`config.mk`:
```
export PLATFORM = sky130hd
export DESIGN_NAME = json_string_unescape_utf8
export DESIGN_NICKNAME = d
export VERILOG_FILES = /design/src/hdl/jsu_pkg.sv /design/src/hdl/jsu_decode.sv /design/src/hdl/jsu_outbuf.sv /design/src/hdl/json_string_unescape_utf8.sv
export SDC_FILE = /design/constraint.sdc
export NUM_CORES = 1
export LEC_CHECK = 0
export BUFFER_PORTS_ARGS = -buffer_cell sky130_fd_sc_hd__buf_4
export CORE_MARGIN = 1.5
export CORE_UTILIZATION = 40
export CTS_BUF_LIST = sky130_fd_sc_hd__clkbuf_4
export CTS_CLUSTER_SIZE = 40
export DETAILED_ROUTE_END_ITERATION = 8
export PLACE_DENSITY = 0.56
export SLEW_MARGIN = 10
export SYNTH_ARGS = -nofsm -noshare
export SYNTH_HDL_FRONTEND = slang
export SYNTH_SLANG_ARGS = --single-unit
```
`constraint.sdc`:
```
create_clock -name clk -period 8.3 [get_ports clk]
set_input_delay 1.66 -clock clk [delete_from_list [all_inputs] [get_ports clk]]
set_output_delay 1.66 -clock clk [all_outputs]
set_load 0.005 [all_outputs]
```
`src/hdl/jsu_pkg.sv`:
```
`timescale 1ns / 1ps

package jsu_pkg;

	localparam int MaxBytes = 6;

	localparam logic [7:0] ChQuote  = 8'h22;
	localparam logic [7:0] ChBslash = 8'h5C;
	localparam logic [7:0] ChSlash  = 8'h2F;
	localparam logic [7:0] ChU      = 8'h75;
	localparam logic [7:0] ChSpace  = 8'h20;

	localparam logic [20:0] CpReplace = 21'h00FFFD;
	localparam logic [20:0] CpPlane1  = 21'h010000;

	typedef enum logic [3:0] {
		PH_WAIT        = 4'd0,
		PH_STR         = 4'd1,
		PH_ESC         = 4'd2,
		PH_HEX1        = 4'd3,
		PH_HIGH        = 4'd4,
		PH_HIGH_ESC    = 4'd5,
		PH_HEX2        = 4'd6,
		PH_DONE        = 4'd7,
		PH_ERR_NOQUOTE = 4'd8,
		PH_ERR_CTRL    = 4'd9,
		PH_ERR_ESC     = 4'd10,
		PH_ERR_HEX     = 4'd11
	} phase_t;

	typedef enum logic [2:0] {
		ST_RUN     = 3'd0,
		ST_DONE    = 3'd1,
		ST_NOQUOTE = 3'd2,
		ST_CTRL    = 3'd3,
		ST_BADESC  = 3'd4,
		ST_BADHEX  = 3'd5,
		ST_SHORT   = 3'd6,
		ST_UNTERM  = 3'd7
	} status_t;

	typedef struct packed {
		logic [MaxBytes-1:0][7:0] data;
		logic [2:0]               count;
		status_t                  status;
	} result_t;

	typedef struct packed {
		logic [3:0][7:0] data;
		logic [2:0]      len;
	} utf8_t;

	function automatic utf8_t encode_cp(input logic [20:0] cp);
		utf8_t e;
		e = '0;
		if (cp < 21'h80) begin
			e.len     = 3'd1;
			e.data[0] = cp[7:0];
		end else if (cp < 21'h800) begin
			e.len     = 3'd2;
			e.data[0] = {3'b110, cp[10:6]};
			e.data[1] = {2'b10, cp[5:0]};
		end else if (cp < 21'h10000) begin
			e.len     = 3'd3;
			e.data[0] = {4'b1110, cp[15:12]};
			e.data[1] = {2'b10, cp[11:6]};
			e.data[2] = {2'b10, cp[5:0]};
		end else begin
			e.len     = 3'd4;
			e.data[0] = {5'b11110, cp[20:18]};
			e.data[1] = {2'b10, cp[17:12]};
			e.data[2] = {2'b10, cp[11:6]};
			e.data[3] = {2'b10, cp[5:0]};
		end
		return e;
	endfunction

	function automatic status_t held_status(input phase_t p);
		status_t s;
		case (p)
			PH_DONE:        s = ST_DONE;
			PH_ERR_NOQUOTE: s = ST_NOQUOTE;
			PH_ERR_CTRL:    s = ST_CTRL;
			PH_ERR_ESC:     s = ST_BADESC;
			PH_ERR_HEX:     s = ST_BADHEX;
			default:        s = ST_RUN;
		endcase
		return s;
	endfunction

	function automatic logic [4:0] hex_val(input logic [7:0] h);
		logic [4:0] r;
		r = '0;
		if (h >= 8'h30 && h <= 8'h39) begin
			r = {1'b1, 4'(h - 8'h30)};
		end else if (h >= 8'h61 && h <= 8'h66) begin
			r = {1'b1, 4'(h - 8'h57)};
		end else if (h >= 8'h41 && h <= 8'h46) begin
			r = {1'b1, 4'(h - 8'h37)};
		end
		return r;
	endfunction

	function automatic logic [8:0] esc_map(input logic [7:0] e);
		logic [8:0] r;
		case (e)
			ChQuote:  r = {1'b1, ChQuote};
			ChBslash: r = {1'b1, ChBslash};
			ChSlash:  r = {1'b1, ChSlash};
			8'h62:    r = {1'b1, 8'h08};
			8'h66:    r = {1'b1, 8'h0C};
			8'h6E:    r = {1'b1, 8'h0A};
			8'h72:    r = {1'b1, 8'h0D};
			8'h74:    r = {1'b1, 8'h09};
			default:  r = '0;
		endcase
		return r;
	endfunction

	function automatic phase_t plain_next(input logic [7:0] c);
		phase_t p;
		if (c == ChQuote) begin
			p = PH_DONE;
		end else if (c < ChSpace) begin
			p = PH_ERR_CTRL;
		end else if (c == ChBslash) begin
			p = PH_ESC;
		end else begin
			p = PH_STR;
		end
		return p;
	endfunction

endpackage

```
`src/hdl/jsu_decode.sv`:
```
`timescale 1ns / 1ps

module jsu_decode (
	input  logic              clk,
	input  logic              arst_n,
	input  logic              accept,
	input  logic              command,
	input  logic [7:0]        data_byte,
	output jsu_pkg::result_t  res
);

	jsu_pkg::phase_t phase_q, phase_d;
	logic [15:0]     accum_q, accum_d;
	logic [1:0]      digits_q, digits_d;
	logic [15:0]     held_q, held_d;

	logic [4:0]  hv;
	logic        hex_ok;
	logic        hex_full;
	logic [15:0] hex_word;
	logic        is_hi;
	logic        is_lo;
	logic [20:0] pair_cp;
	logic [8:0]  em;
	logic        plain_put;

	logic        a_en;
	logic [20:0] a_cp;
	logic        b_en;
	logic        b_raw;
	logic [20:0] b_cp;
	logic [7:0]  b_byte;
	jsu_pkg::utf8_t ea, eb;
	logic [2:0]  la, lb;

	jsu_pkg::status_t                   st_w;
	logic [2:0]                         count_w;
	logic [jsu_pkg::MaxBytes-1:0][7:0]  data_w;

	assign hv        = jsu_pkg::hex_val(data_byte);
	assign hex_ok    = hv[4];
	assign hex_full  = (digits_q == 2'd3);
	assign hex_word  = {accum_q[11:0], hv[3:0]};
	assign is_hi     = (hex_word[15:10] == 6'b110110);
	assign is_lo     = (hex_word[15:10] == 6'b110111);
	assign pair_cp   = jsu_pkg::CpPlane1 + {1'b0, held_q[9:0], hex_word[9:0]};
	assign em        = jsu_pkg::esc_map(data_byte);
	assign plain_put = (jsu_pkg::plain_next(data_byte) == jsu_pkg::PH_STR);

	assign res = {data_w, count_w, st_w};

	always_comb begin
		phase_d  = phase_q;
		accum_d  = accum_q;
		digits_d = digits_q;
		held_d   = held_q;
		if (command) begin
			phase_d  = jsu_pkg::PH_WAIT;
			accum_d  = '0;
			digits_d = '0;
			held_d   = '0;
		end else begin
			unique case (phase_q)
				jsu_pkg::PH_WAIT: begin
					phase_d = (data_byte == jsu_pkg::ChQuote) ? jsu_pkg::PH_STR
						: jsu_pkg::PH_ERR_NOQUOTE;
				end
				jsu_pkg::PH_STR: begin
					phase_d = jsu_pkg::plain_next(data_byte);
				end
				jsu_pkg::PH_ESC: begin
					if (data_byte == jsu_pkg::ChU) begin
						phase_d  = jsu_pkg::PH_HEX1;
						accum_d  = '0;
						digits_d = '0;
					end else begin
						phase_d = em[8] ? jsu_pkg::PH_STR : jsu_pkg::PH_ERR_ESC;
					end
				end
				jsu_pkg::PH_HEX1, jsu_pkg::PH_HEX2: begin
					if (!hex_ok) begin
						phase_d = jsu_pkg::PH_ERR_HEX;
					end else if (!hex_full) begin
						accum_d  = hex_word;
						digits_d = digits_q + 2'd1;
					end else begin
						accum_d  = '0;
						digits_d = '0;
						if (phase_q == jsu_pkg::PH_HEX1) begin
							if (is_hi) begin
								held_d  = hex_word;
								phase_d = jsu_pkg::PH_HIGH;
							end else begin
								phase_d = jsu_pkg::PH_STR;
							end
						end else if (is_hi) begin
							held_d  = hex_word;
							phase_d = jsu_pkg::PH_HIGH;
						end else begin
							held_d  = '0;
							phase_d = jsu_pkg::PH_STR;
						end
					end
				end
				jsu_pkg::PH_HIGH: begin
					if (data_byte == jsu_pkg::ChBslash) begin
						phase_d = jsu_pkg::PH_HIGH_ESC;
					end else begin
						held_d  = '0;
						phase_d = jsu_pkg::plain_next(data_byte);
					end
				end
				jsu_pkg::PH_HIGH_ESC: begin
					if (data_byte == jsu_pkg::ChU) begin
						phase_d  = jsu_pkg::PH_HEX2;
						accum_d  = '0;
						digits_d = '0;
					end else begin
						held_d  = '0;
						phase_d = em[8] ? jsu_pkg::PH_STR : jsu_pkg::PH_ERR_ESC;
					end
				end
				default: begin
					phase_d = phase_q;
				end
			endcase
		end
	end

	always_comb begin
		a_en     = 1'b0;
		a_cp     = '0;
		b_en     = 1'b0;
		b_raw    = 1'b0;
		b_cp     = '0;
		b_byte   = '0;
		st_w     = jsu_pkg::held_status(phase_d);
		if (command) begin
			unique case (phase_q)
				jsu_pkg::PH_WAIT:                    st_w = jsu_pkg::ST_NOQUOTE;
				jsu_pkg::PH_HEX1, jsu_pkg::PH_HEX2:  st_w = jsu_pkg::ST_SHORT;
				jsu_pkg::PH_STR, jsu_pkg::PH_ESC,
				jsu_pkg::PH_HIGH, jsu_pkg::PH_HIGH_ESC: st_w = jsu_pkg::ST_UNTERM;
				default:                             st_w = jsu_pkg::held_status(phase_q);
			endcase
		end else begin
			unique case (phase_q)
				jsu_pkg::PH_STR: begin
					b_en   = plain_put;
					b_raw  = 1'b1;
					b_byte = data_byte;
				end
				jsu_pkg::PH_ESC: begin
					b_en   = em[8];
					b_raw  = 1'b1;
					b_byte = em[7:0];
				end
				jsu_pkg::PH_HEX1: begin
					a_en = hex_ok && hex_full && !is_hi;
					a_cp = is_lo ? jsu_pkg::CpReplace : {5'b0, hex_word};
				end
				jsu_pkg::PH_HEX2: begin
					a_en = hex_ok && hex_full;
					a_cp = is_lo ? pair_cp : jsu_pkg::CpReplace;
					b_en = hex_ok && hex_full && !is_lo && !is_hi;
					b_cp = {5'b0, hex_word};
				end
				jsu_pkg::PH_HIGH: begin
					a_en   = (data_byte != jsu_pkg::ChBslash);
					a_cp   = jsu_pkg::CpReplace;
					b_en   = plain_put;
					b_raw  = 1'b1;
					b_byte = data_byte;
				end
				jsu_pkg::PH_HIGH_ESC: begin
					a_en   = (data_byte != jsu_pkg::ChU);
					a_cp   = jsu_pkg::CpReplace;
					b_en   = (data_byte != jsu_pkg::ChU) && em[8];
					b_raw  = 1'b1;
					b_byte = em[7:0];
				end
				default: begin
					a_en = 1'b0;
				end
			endcase
		end
	end

	always_comb begin
		logic [2:0] k;
		ea = jsu_pkg::encode_cp(a_cp);
		eb = jsu_pkg::encode_cp(b_cp);
		if (b_raw) begin
			eb      = '0;
			eb.len  = 3'd1;
			eb.data[0] = b_byte;
		end
		la = a_en ? ea.len : 3'd0;
		lb = b_en ? eb.len : 3'd0;
		count_w = la + lb;
		data_w  = '0;
		for (int i = 0; i < jsu_pkg::MaxBytes; i++) begin
			k = 3'(i) - la;
			if (3'(i) < la) begin
				data_w[i] = ea.data[i[1:0]];
			end else if (k < 3'd4) begin
				data_w[i] = eb.data[k[1:0]];
			end
		end
	end

	always_ff @(posedge clk or negedge arst_n) begin
		if (!arst_n) begin
			phase_q  <= jsu_pkg::PH_WAIT;
			accum_q  <= '0;
			digits_q <= '0;
			held_q   <= '0;
		end else if (accept) begin
			phase_q  <= phase_d;
			accum_q  <= accum_d;
			digits_q <= digits_d;
			held_q   <= held_d;
		end
	end

endmodule

```
`src/hdl/jsu_outbuf.sv`:
```
`timescale 1ns / 1ps

module jsu_outbuf (
	input  logic              clk,
	input  logic              arst_n,
	input  logic              load,
	input  jsu_pkg::result_t  res,
	output logic              busy,
	output logic              result_valid,
	input  logic              result_stall,
	output logic [7:0]        out_byte,
	output logic              byte_valid,
	output logic [2:0]        status,
	output logic              last
);

	jsu_pkg::result_t res_s1;
	logic             valid_s1;
	logic [2:0]       idx_q;
	logic             take;

	assign result_valid = valid_s1;
	assign byte_valid   = (res_s1.count != 3'd0);
	assign out_byte     = byte_valid ? res_s1.data[idx_q] : 8'h00;
	assign status       = res_s1.status;
	assign last         = !byte_valid || (idx_q == res_s1.count - 3'd1);
	assign take         = valid_s1 && !result_stall;
	// free the buffer on the cycle its final word leaves
	assign busy         = valid_s1 && !(take && last);

	always_ff @(posedge clk or negedge arst_n) begin
		if (!arst_n) begin
			valid_s1 <= 1'b0;
			idx_q    <= '0;
		end else if (load) begin
			valid_s1 <= 1'b1;
			idx_q    <= '0;
		end else if (take) begin
			if (last) begin
				valid_s1 <= 1'b0;
				idx_q    <= '0;
			end else begin
				idx_q <= idx_q + 3'd1;
			end
		end
	end

	always_ff @(posedge clk) begin
		if (load) begin
			res_s1 <= res;
		end
	end

endmodule

```
`src/hdl/json_string_unescape_utf8.sv`:
```
`timescale 1ns / 1ps

// Decodes a quoted JSON string literal, one raw byte per accepted word, into
// UTF-8 words with a running status. Each input word is decoded in the cycle it
// is accepted and its 1 to 6 result words are held in one output buffer, which
// sends one word per cycle while result_stall is low; the next input is taken in
// the cycle the previous item's final word leaves, so plain text runs at one byte
// per clock when the output does not stall. A command of 1 marks end of input,
// reports the outcome and rearms the decoder for the next literal.

module json_string_unescape_utf8 (
	input  logic       clk,
	input  logic       arst_n,
	input  logic       item_valid,
	output logic       item_stall,
	input  logic       command,
	input  logic [7:0] data_byte,
	output logic       result_valid,
	input  logic       result_stall,
	output logic [7:0] out_byte,
	output logic       byte_valid,
	output logic [2:0] status,
	output logic       last
);

	jsu_pkg::result_t res;
	logic             accept;

	assign accept = item_valid && !item_stall;

	jsu_decode u_decode (
		.clk       (clk),
		.arst_n    (arst_n),
		.accept    (accept),
		.command   (command),
		.data_byte (data_byte),
		.res       (res)
	);

	jsu_outbuf u_outbuf (
		.clk          (clk),
		.arst_n       (arst_n),
		.load         (accept),
		.res          (res),
		.busy         (item_stall),
		.result_valid (result_valid),
		.result_stall (result_stall),
		.out_byte     (out_byte),
		.byte_valid   (byte_valid),
		.status       (status),
		.last         (last)
	);

endmodule

```
Word level (Yosys, flattened, before mapping)
Index checks and enable logic that the tools add are counted.
Operators by class
  add/subtract/negate cells: 14
  magnitude comparators: 32
  eq/ne operators: 38
  mux-type cells: 104
  reductions and logical operators: 33
Operators with widths (number)
  $mux W8: 23
  $bmux W8 S2: 6
  $mux W10: 8
  $pmux W9 S8: 1
  $mux W16: 4
  $mux W21: 3
  $pmux W21 S3: 1
  $eq A8 B7 Y1 const B: 7
  $mux W25: 2
  $mux W12: 4
  $mux W24: 2
  $mux W4: 12
  $lt A21 B12 Y1 const B: 2
  $lt A21 B17 Y1 const B: 2
  $lt A21 B8 Y1 const B: 2
  $mux W19: 2
  $mux W35: 1
  $eq A4 B4 Y1 const B: 8
  $pmux W10 S3: 1
  $pmux W3 S5: 2
  $bmux W8 S3: 1
  $pmux W12 S2: 1
  $pmux W4 S6: 1
  $mux W11: 2
  other kinds (53): 123
Storage, ports and cells
  flip-flop bits (word level): 86
  input port bits: 13
  output and inout bits: 15
  word-level logic and storage cells: 235

Depth between registers and ports, before layout
  depth after elaboration: 19
  gate-level depth with buffers: 17
  depth with buffers taken out: 14

Hierarchy
From an unflattened synthesis, not the netlist that was laid out.
Unflattened totals
  cells, all modules: 852
  area, all modules: 7257.0 um^2
By module, submodules not included
  jsu_decode: instances 1, cells each 722, area an instance 4912.2 um^2, sequential area each 700.7 um^2
  jsu_outbuf: instances 1, cells each 129, area an instance 2331.0 um^2, sequential area each 1721.7 um^2
  json_string_unescape_utf8: instances 1, cells each 1, area an instance 13.8 um^2, sequential area each 0.0 um^2

Worst setup path before layout
No wires, ideal clock.
  path kind: in2reg
  from: in data_byte[3]
  to: reg u_outbuf.res_s1[10] (netlist name), data pin
  setup time: 0.270 ns
  arrival time: 4.569 ns
  required time: 8.030 ns
  setup slack: 3.461 ns
  cell stages on the path: 13
  buffers on the path: 4
  cell sequence: or4b_4 -> a311oi_4 -> o2111a_4 -> o21ai_4 -> a21o_1 -> buf_6 -> buf_2 -> ha_1 -> clkbuf_1 -> clkbuf_1 -> nor3_1 -> o21ai_0 -> a21oi_1
RTL lines
  start, declared: RTL line json_string_unescape_utf8.sv:17  | input logic [7:0] data_byte,
  end signal, assigned: RTL line jsu_outbuf.sv:50  | res_s1 <= res;
  end, declared: RTL line jsu_outbuf.sv:17  | jsu_pkg::result_t res_s1;

==> results.txt <==
status: completed
H-tree depth: 3
largest family of logic cells by synthesized area: compound AO/OA/AOI/OAI gates
Critical Path RT: 8590 ps
PwrDens: 204.6 nW/µm²
area post-placement: 7436 µm²
Synth Area per Inst: 8.542 µm²
Register-to-Register Path Depth: 12
unrepaired setup endpoints after global routing: no
final RePlAce weighted congestion: 0.9549
Worst EP arrival: 5730 ps
Hold Startpoint: u_decode.held_q[0]$_DFFE_PN0P_
worst slew pin tran: 1085 ps
Post-Synth XOR/XNOR Area: 1.231%
Setup Buffers After CTS: 0
final hold violations: 0
Post-Syn Instances: 833
crit path max fanout: 15
final setup fails: 0
Tmin final: 5438 ps
Main synth FF type: edfxtp_1
Clk pin slew, worst setup/hold paths: 160 ps
Layout Nets: 860
Skew-Pair Late Insertion Delay: 510 ps
detailed placement HPWL: 18600 µm
Routed Antenna Nets: 0
synthesis-to-layout area growth: 6.453%
pre-CTS WS: 2466 ps
I/O Pins: 28
commonest non-fill, non-tap cell in the layout: nand2_1
CP dominant cell by count: inv_1
TritonCTS clock tree: done
mux cell area share after synthesis: 6.735%
CTS Buf Count: 9
routed vias: 6799
Compound-Gate Fraction of Synth Area: 25.95%
core area: 17360 µm²
Pleak: 2.758 nW
fmax: 183.9 MHz
GRT overflow: 0
largest net degree at the start of global routing: 51
worst setup path end: u_outbuf.res_s1[50]$_DFFE_PP_
count of different cell masters after synthesis: 86
Final WS setup: 2862 ps
cts hold-fix bufs: 0
Worst Clk Skew: 37.17 ps
startpoint types: input pin
count of pins over their slew limit: 0
Post-synth EDFFs: 54
Reg2Reg Setup Slack: 3390 ps
Power Total: 1.550 mW
Critical path origin: data_byte[1]
max incr delay on CP: 570 ps
Design Area, Final: 7575 µm²
Via-to-Cell Ratio: 6.414
Max VDD drop: 0.1583 mV
critical path class: input pin to flop
Global Route Usage Sum: 26.97%
total wire length: 24550 µm
worst hold path type: flop to flop
ys async rst share: 37.21%
DR pass1 iterations: 8
R2R Path End: u_outbuf.res_s1[50]$_DFFE_PP_
CTS root buf: clkbuf_4
die area: 18600 µm²
adder-cell share of the synthesized area: 3.411%
vias in the first global route: 6237
post-synthesis net count: 864
Die Y: 136.4 µm
post-synthesis sequential area ratio: 34.04%
first-pass GRT wire length: 37470 µm
layout cells sized above 1: 12.71%
Setup crit end kind: flop
Cell Area, Synth: 7116 µm²
DRC Markers: 0
synth warn: 0
CP cell instances: buf_4 -> inv_1 -> ha_1 -> nor3b_1 -> a311oi_4 -> o2111a_4 -> o21ai_4 -> nand2b_1 -> inv_1 -> ha_1 -> inv_1 -> nand2_1 -> nor4_2 -> a22oi_1 -> o21ai_0
initial antenna violation count: 1
width of the die: 136.4 µm
cts repair resizes: 0
#FFs+latches synth: 86
initial core utilization: 41.00%
Rel. slew slack: 27.26%
row cnt: 48
launching point of the worst reg2reg path: u_decode.phase_q[3]$_DFFE_PN0P_
Port Buffers: 27
Avg WL per Cell: 23.16 µm
1st-iter DRT viols: 833
most frequent cells in the layout: 123 x nand2_1, 67 x o21ai_0, 66 x nor2_1
Post-Synth Simple-Gate Area: 23.35%
Clock Path Buffers: 2
clk sink count: 86
fin crit share: 65.52%
Critical-path top delay cell: nor4_2
# Max-Cap Violations: 0
TNS Setup: 0 ps
[registers in the layout (all words and copies together) (netlist names)]
register	count
u_outbuf.result_valid	1
u_outbuf.res_s1	51
u_outbuf.status	3
u_decode.accum_q	12
u_outbuf.idx_q	3
u_decode.phase_q	4
u_decode.held_q	10
u_decode.digits_q	2
[critical path: cells and delay by family]
kind                     cells  cell delay (ps)
AND/OR/NAND/NOR              4             1560
adder cells (fa/ha/maj)      2              600
AO/OA/AOI/OAI                5             1100
buffers and inverters        4              800
[metal layers]
layer / global-route usage, % / up-vias / routed length, µm
li1: - / 3130 / -
met1: 37.24 / 3292 / 10820
met5: 0 / - / 0
met4: 9.693 / 0 / 678
met3: 4.139 / 52 / 1629
met2: 42.79 / 325 / 11420
[stage by stage]
step / hold WS [ps] / util, % / cells
final: 504.0 / 43.64 / 1060
after global routing: 532.9 / 43.64 / 1060
after CTS: 503.9 / 43.63 / 1059
after detailed placement: 471.3 / 42.84 / 1043
after global placement: 465.8 / 42.81 / 1043
after floorplan: 448.9 / - / 833
[Yosys cell counts (all sizes together) (6+ instances only)]
| library cell | n | area (µm²) |
|---|---|---|
| a22oi | 16 | 120.1 |
| or3 | 6 | 37.54 |
| nand2 | 123 | 461.7 |
| a21oi | 41 | 205.2 |
| nand3b | 12 | 90.09 |
| nand2b | 17 | 106.4 |
| or2 | 6 | 37.54 |
| nand3 | 17 | 85.08 |
| nand4 | 7 | 43.79 |
| a211oi | 12 | 90.09 |
| nor4 | 7 | 58.81 |
| and2 | 7 | 43.79 |
| ha | 17 | 212.7 |
| nor2 | 68 | 260.3 |
| o221ai | 11 | 96.34 |
| a21o | 13 | 97.59 |
| o21ai | 70 | 365.3 |
| and3 | 6 | 37.54 |
| buf | 22 | 140.1 |
| nor3 | 25 | 125.1 |
| o22ai | 12 | 75.07 |
| o31ai | 16 | 130.1 |
| nor2b | 6 | 37.54 |
| o211ai | 11 | 82.58 |
| mux2 | 15 | 168.9 |
| dfrtp | 32 | 800.8 |
| mux2i | 13 | 130.1 |
| edfxtp | 54 | 1622 |
| inv | 30 | 115.1 |
| o21a | 7 | 52.55 |
| a31oi | 13 | 81.33 |
| clkbuf | 32 | 120.1 |
| mux4 | 8 | 180.2 |
[cell type report]
cell class | count | area, µm²
inverters | 30 | 115.1
clock buffers | 9 | 67.56
repair buffers | 39 | 292.8
diodes | 1 | 2.502
flip-flops and latches | 86 | 2422
well taps | 225 | 281.5
multi-input cells | 663 | 4324
fillers | 1728 | 9782
clock inverters | 7 | 68.82
[report_power, final]
group | switching, mW | internal [mW]
logic | 0.427 | 0.281
clock network | 0.173 | 0.0678
registers | 0.0740 | 0.526
total | 0.674 | 0.876
[kinds of logic after synthesis]
group	count (synthesis)
AND/OR/NAND/NOR	332
adder cells (fa/ha/maj)	19
AO/OA/AOI/OAI	266
multiplexers	36
buffers and inverters	84
XOR/XNOR	10
flip-flops	86
[how the worst min path moves through the flow]
stage | endpoint | slack, ps | cells past startpoint
2_1_floorplan | u_decode.held_q[4]$_DFFE_PN0P_ | 450 | 2
3_3_place_gp | u_decode.held_q[0]$_DFFE_PN0P_ | 470 | 2
3_5_place_dp | u_decode.phase_q[0]$_DFFE_PN0P_ | 470 | 2
4_1_cts | u_decode.held_q[0]$_DFFE_PN0P_ | 500 | 2
5_1_grt | u_decode.held_q[0]$_DFFE_PN0P_ | 530 | 2
6_report | u_decode.held_q[0]$_DFFE_PN0P_ | 500 | 2
Power figures use the tool's default switching activity.
